<file path="src/rtl/core/epe_pkg.sv">
// shared types and constants for the evenodd parity encoder
`timescale 1ns / 1ps
package epe_pkg;

    localparam int MAX_COLUMNS_DEF = 17;
    localparam int WPS_DEF         = 64;

    localparam int FUNC_W  = 2;
    localparam int INDEX_W = 5;
    localparam int WPOS_W  = 6;
    localparam int WORD_W  = 64;

    localparam logic [INDEX_W-1:0] K_RESET = 5'd5;
    localparam logic [INDEX_W-1:0] K_MIN   = 5'd3;

    typedef enum logic [FUNC_W-1:0] {
        FUNC_ABSORB    = 2'd0,
        FUNC_READ_ROW  = 2'd1,
        FUNC_READ_DIAG = 2'd2,
        FUNC_CLEAR     = 2'd3
    } func_t;

    typedef struct packed {
        logic capture;
        logic execute;
        logic clear;
    } epe_cmd_t;

    typedef struct packed {
        logic out_free;
        logic clear_last;
        logic is_clear;
    } epe_sts_t;

endpackage

</file>
<file path="src/rtl/core/epe_ctrl.sv">
// control state machine for the evenodd parity encoder
`timescale 1ns / 1ps
module epe_ctrl
    import epe_pkg::*;
(
    input  logic     clk,
    input  logic     rst_n,
    input  logic     in_valid,
    output logic     in_stall,
    input  epe_sts_t sts,
    output epe_cmd_t cmd
);

    typedef enum logic [1:0] {
        S_CLEAR,
        S_IDLE,
        S_EXEC
    } state_t;

    state_t state_reg;

    always_ff @(posedge clk or negedge rst_n)
    begin
        if (!rst_n)
        begin
            state_reg <= S_CLEAR;
        end
        else
        begin
            unique case (state_reg)
                S_CLEAR:
                begin
                    if (sts.clear_last)
                    begin
                        state_reg <= S_IDLE;
                    end
                end
                S_IDLE:
                begin
                    if (in_valid)
                    begin
                        state_reg <= S_EXEC;
                    end
                end
                S_EXEC:
                begin
                    if (sts.out_free)
                    begin
                        state_reg <= sts.is_clear ? S_CLEAR : S_IDLE;
                    end
                end
                default:
                begin
                    state_reg <= S_IDLE;
                end
            endcase
        end
    end

    assign in_stall    = state_reg != S_IDLE;
    assign cmd.capture = (state_reg == S_IDLE) && in_valid;
    assign cmd.execute = (state_reg == S_EXEC) && sts.out_free;
    assign cmd.clear   = state_reg == S_CLEAR;

endmodule

</file>
<file path="config.mk">
export PLATFORM = sky130hd
export DESIGN_NAME = epe_ctrl
export DESIGN_NICKNAME = d
export VERILOG_FILES = /design/src/rtl/core/epe_pkg.sv /design/src/rtl/core/epe_ctrl.sv
export SDC_FILE = /design/constraint.sdc
export NUM_CORES = 1
export LEC_CHECK = 0
export BUFFER_PORTS_ARGS = -buffer_cell sky130_fd_sc_hd__buf_4
export CAP_MARGIN = 30
export CORE_AREA = 5 5 42 44
export CTS_CLUSTER_SIZE = 14
export DETAILED_ROUTE_END_ITERATION = 7
export DIE_AREA = 0 0 47 49
export PLACE_DENSITY = 0.37
export SYNTH_ARGS = -nofsm -noshare
export SYNTH_HDL_FRONTEND = slang
export SYNTH_SLANG_ARGS = --single-unit
export TNS_END_PERCENT = 1
</file>
<file path="constraint.sdc">
create_clock -name clk -period 0.95 [get_ports clk]
set_clock_uncertainty 0.05 [all_clocks]
set_input_delay 0.095 -clock clk [delete_from_list [all_inputs] [get_ports clk]]
set_output_delay 0.095 -clock clk [all_outputs]
set_load 0.01 [all_outputs]
</file>
# Yosys cells after proc, flatten, opt, wreduce, memory -nomap -nowiden
# Index checks and enable logic that the tools add are counted.
# W data, S select, Z words.
op_classes:
  n_eq_ne: 6
  mux: 5
  n_reduce_logical: 4
ops:
  columns: ["operator", "n"]
  rows:
  - ["$mux W2", 3]
  - ["$ne A2 B2 Y1 const B", 3]
  - ["$pmux W2 S3", 1]
  - ["$reduce_and A3 Y1", 1]
  - ["$eq A2 B1 Y1 const B", 1]
  - ["$eq A2 B2 Y1 const B", 1]
  - ["$logic_and A1 B1 Y1", 2]
  - ["$logic_not A2 Y1", 1]
  - ["$ne A2 B1 Y1 const B", 1]
  - ["$mux W1", 1]
word_totals:
  regBits: 2
  input_bits: 6
  elab_cells: 16

# Logic depth before layout (Yosys ltp)
depth:
  word_depth: 3
  ltp_mapped: 2

# Worst setup path after synthesis
# OpenSTA, ideal clock, no wires.
synth_timing:
  kind: "flip-flop to flip-flop"
  startpoint: "register state_reg[1]"
  endpoint: "register state_reg[1]"
  setup_time_ns: 0.120
  arrival_ns: 0.796
  path_slack_ns: -0.016
  path_stages_with_launch: 3
  path_buffers: 0
  path_cell_list: "dfrtp_1 and3b_1 a31o_1"
synth_via:
  elab_chain_len: 3
  elab_cells_between_ends: 8
  cone_classes: "eq/ne (5); mux (1); reduce/logical (2)"
synth_rtl:
  columns: ["element", "line", "rtl"]
  rows:
  - ["start: declaration", "epe_ctrl.sv:20", "state_t state_reg;"]
  - ["start signal: assignment", "epe_ctrl.sv:49", "state_reg <= sts.is_clear ? S_CLEAR : S_IDLE;"]
  - ["$eq A2 B2 Y1, or another cell as far along", "epe_ctrl.sv:30", "unique case (state_reg)"]
  - ["$ne A2 B2 Y1 (no source line)", null, null]
  - ["$reduce_and A3 Y1 (no source line)", null, null]
# Several ways; a longest one is shown, not always the timed one.
# A chain may end at the register's enable or synchronous reset.

==> impl_metrics.py <==
metrics = {
    "critical_path": {
        "crit_buf_inv": 1,
        "critPathMaxFanout": 5,
        "worst-path-stages": 2,
        "cp_slowest_cell": "dfrtp_1",
        "critPathTopFamily": "flip-flops",
        "crit_chain": "and3b_2, buf_6",
        "crit_path_max_incr_delay_ns": 0.39,
        "end_kind": "output port",
        "critPathKind": "flip-flop to output port",
        "required_ns": 0.81,
        "cp_data_arrival_time_ns": 0.98,
        "crit_path_start_kind": "flip-flop",
        "worst-r2r-cell-count": 3,
    },
    "power": {
        "p_sw_frac": 0.331,
        "p_switching_mw": 0.241,
        "total_leakage_power_nw": 0.134,
        "clockPowerShare": 0.253,
        "finalPower_mw": 0.729,
        "powerDensity_nw_per_um2": 2840,
        "intPower_mw": 0.488,
        "peakVddDrop_mv": 0.844,
        "share_seq_of_total_power": 0.228,
        "pwr-share-comb": 0.519,
    },
    "placement": {
        "hpwl_um": 315,
        "io_buffers": 9,
        "placed_area_um2": 209,
        "gp_congestion": 0.746,
        "pre_cts_ws_ns": -0.00904,
    },
    "sta": {
        "setup-tns-final_ns": -0.891,
        "finalHoldViolCount": 0,
        "timing.final.ws_setup_ns": -0.179,
        "tightest_slew_ns": 0.162,
        "rsz0062_at_grt": "true",
        "period_needed_ns": 1.13,
        "drv_slew": 0,
        "max_freq_ghz": 0.886,
        "slew_headroom": 0.892,
        "timing.final.crit_share": 1.19,
        "setup_viol": 6,
    },
    "clock_tree": {
        "clock_path_buffers": 2,
        "clock_latency_ns": 0.22,
        "clkTransAtPathRegs_ns": 0.03,
        "clockRootBuffer": "clkbuf_4",
        "cts.sinks": 2,
        "ctsHtreeMaxLevel": 1,
        "cts_tree": "done",
        "numCtsBuffers": 3,
    },
    "route": {
        "firstDrtPassIters": 4,
        "drtIter0Drc": 2,
        "vias": 144,
        "routed_wl_um": 411,
        "drc": 0,
        "vias_per_cell": 3.35,
        "wl_per_cell_um": 9.56,
        "ant_nets": 0,
    },
    "layout": {
        "largest_reg_flops": 2,
        "drive_gt1_frac": 0.630,
        "post-route-cell-area_um2": 256,
        "fillers": 168,
        "antenna_cells": 0,
        "area_growth_syn_to_layout_pct": 125,
        "final_util": 0.183,
        "nNetsFinal": 35,
        "final_common_cell": "buf_4",
        "layout_common_cells": "buf_4, clkbuf_4, inv_1, dfrtp_1",
    },
    "yosys": {
        "yosysTopAreaCell": "dfrtp_1",
        "synth_nets": 18,
        "synth_simple_gate_area_share": 0.363,
        "synth_top_family_by_area": "simple AND/OR/NAND/NOR gates",
        "synthTopCellsByArea": "dfrtp_1, a31o_1, and3b_1, nand2b_2, inv_1",
        "yosys.area_share.adder": 0,
        "synth-seq-cells": 2,
        "postSynthCellCount": 12,
        "ys_seq_area_frac": 0.440,
        "synth-compound-area-share": 0.132,
        "ys_types": 10,
        "synth_top_area_share": 0.440,
        "synth_warnings": 0,
        "synth_xor_area_frac": 0,
        "postSynthAreaPerCell_um2": 9.49,
        "syn_area_um2": 114,
        "synth.mux.area_fraction": 0,
    },
    "worst_hold_path": {
        "hold_path.class": "input port to flip-flop",
        "hold_depth": 3,
    },
    "job": {
        "drv_cap": 0,
    },
    "global_routing": {
        "antenna_found_initial": 0,
        "grtUsageTotal": 0.0408,
        "grt_max_degree": 6,
        "grt-ovfl-total": 0,
        "grt_pass1_wl_um": 621,
        "grt_pass1_vias": 179,
    },
    "floorplan": {
        "die_h_um": 49,
        "die_w_um": 47,
        "coreArea_um2": 1400,
        "ios": 10,
        "die-area_um2": 2300,
        "initial_core_util": 0.0812,
        "rows": 14,
    },
    "run_status": {
        "run_status": "complete, but fails checks",
        "violations": "setup timing",
    },
}
kinds of logic after synthesis:
group,Yosys count
AO/OA/AOI/OAI,2
AND/OR/NAND/NOR,6
flip-flops,2
buffers and inverters,2
metal layers:
layer,part of all wire,track usage,up-vias
li1,-,-,73
met1,0.48,0.0505,62
met2,0.36,0.0430,9
met3,0.16,0.0148,0
met4,0,0.0553,0
met5,0,0,-
repair_timing:
| action | 4_1_cts | 5_1_grt |
|---|---|---|
| hold buffers | 1 | 0 |
| resized for setup | 3 | 0 |
| buffers inserted | 1 | 0 |
| setup endpoints to repair | 5 | 6 |
| endpoints found under the hold margin | 2 | 0 |
| pin swaps | 1 | 0 |
cell type report:
cell class / instances / area, µm² / share of cell area
inverter: 2 / 7.51 / 0.0293
clock buffer: 3 / 22.5 / 0.0878
tap: 16 / 20.0 / 0.0780
multi-input combinational: 8 / 60.1 / 0.234
timing repair buffer: 12 / 96.3 / 0.376
sequential: 2 / 50.0 / 0.195
final timing paths:
| check | from | end | slack [ns] |
|---|---|---|---|
| worst max-delay path | state_reg[1] | cmd[2] | -0.18 |
| worst min register to register | state_reg[0] | state_reg[0] | 0.58 |
| min in group asynchronous | rst_n | state_reg[1] | 0.16 |
| worst max register to register | state_reg[0] | state_reg[1] | -0.16 |
| worst min-delay path | sts[1] | state_reg[0] | 0.12 |
| max in group asynchronous | rst_n | state_reg[0] | 0.60 |
cells in the mapped netlist:
library cell	instances
nand2b_2	1
nand3b_1	1
a31oi_1	1
and3_1	1
nand2b_1	1
dfrtp_1	2
and3b_1	1
a31o_1	1
inv_1	2
nor2_1	1
metrics by stage:
| stage | hold slack (ns) | instances |
|---|---|---|
| 3_5_place_dp | -0.169 | 38 |
| 6_report | 0.119 | 43 |
| 2_1_floorplan | -0.251 | 12 |
| 3_3_place_gp | -0.168 | 38 |
| 5_1_grt | 0.137 | 43 |
| 4_1_cts | 0.111 | 43 |
power groups by stage:
stage,logic (mW),registers (mW),clock network [mW]
after floorplan,0.150,0.162,0
after global placement,0.334,0.161,0
after detailed placement,0.334,0.162,0
after CTS,0.381,0.165,0.201
after global routing,0.409,0.179,0.195
final,0.378,0.166,0.185
worst reg2reg max path, cell delays in order, from the launching register on:
cell	delay (ns)
dfrtp_1	0.40
and3b_2	0.23
buf_4	0.14
a31o_1	0.18
(Power assumes the default switching activity.)
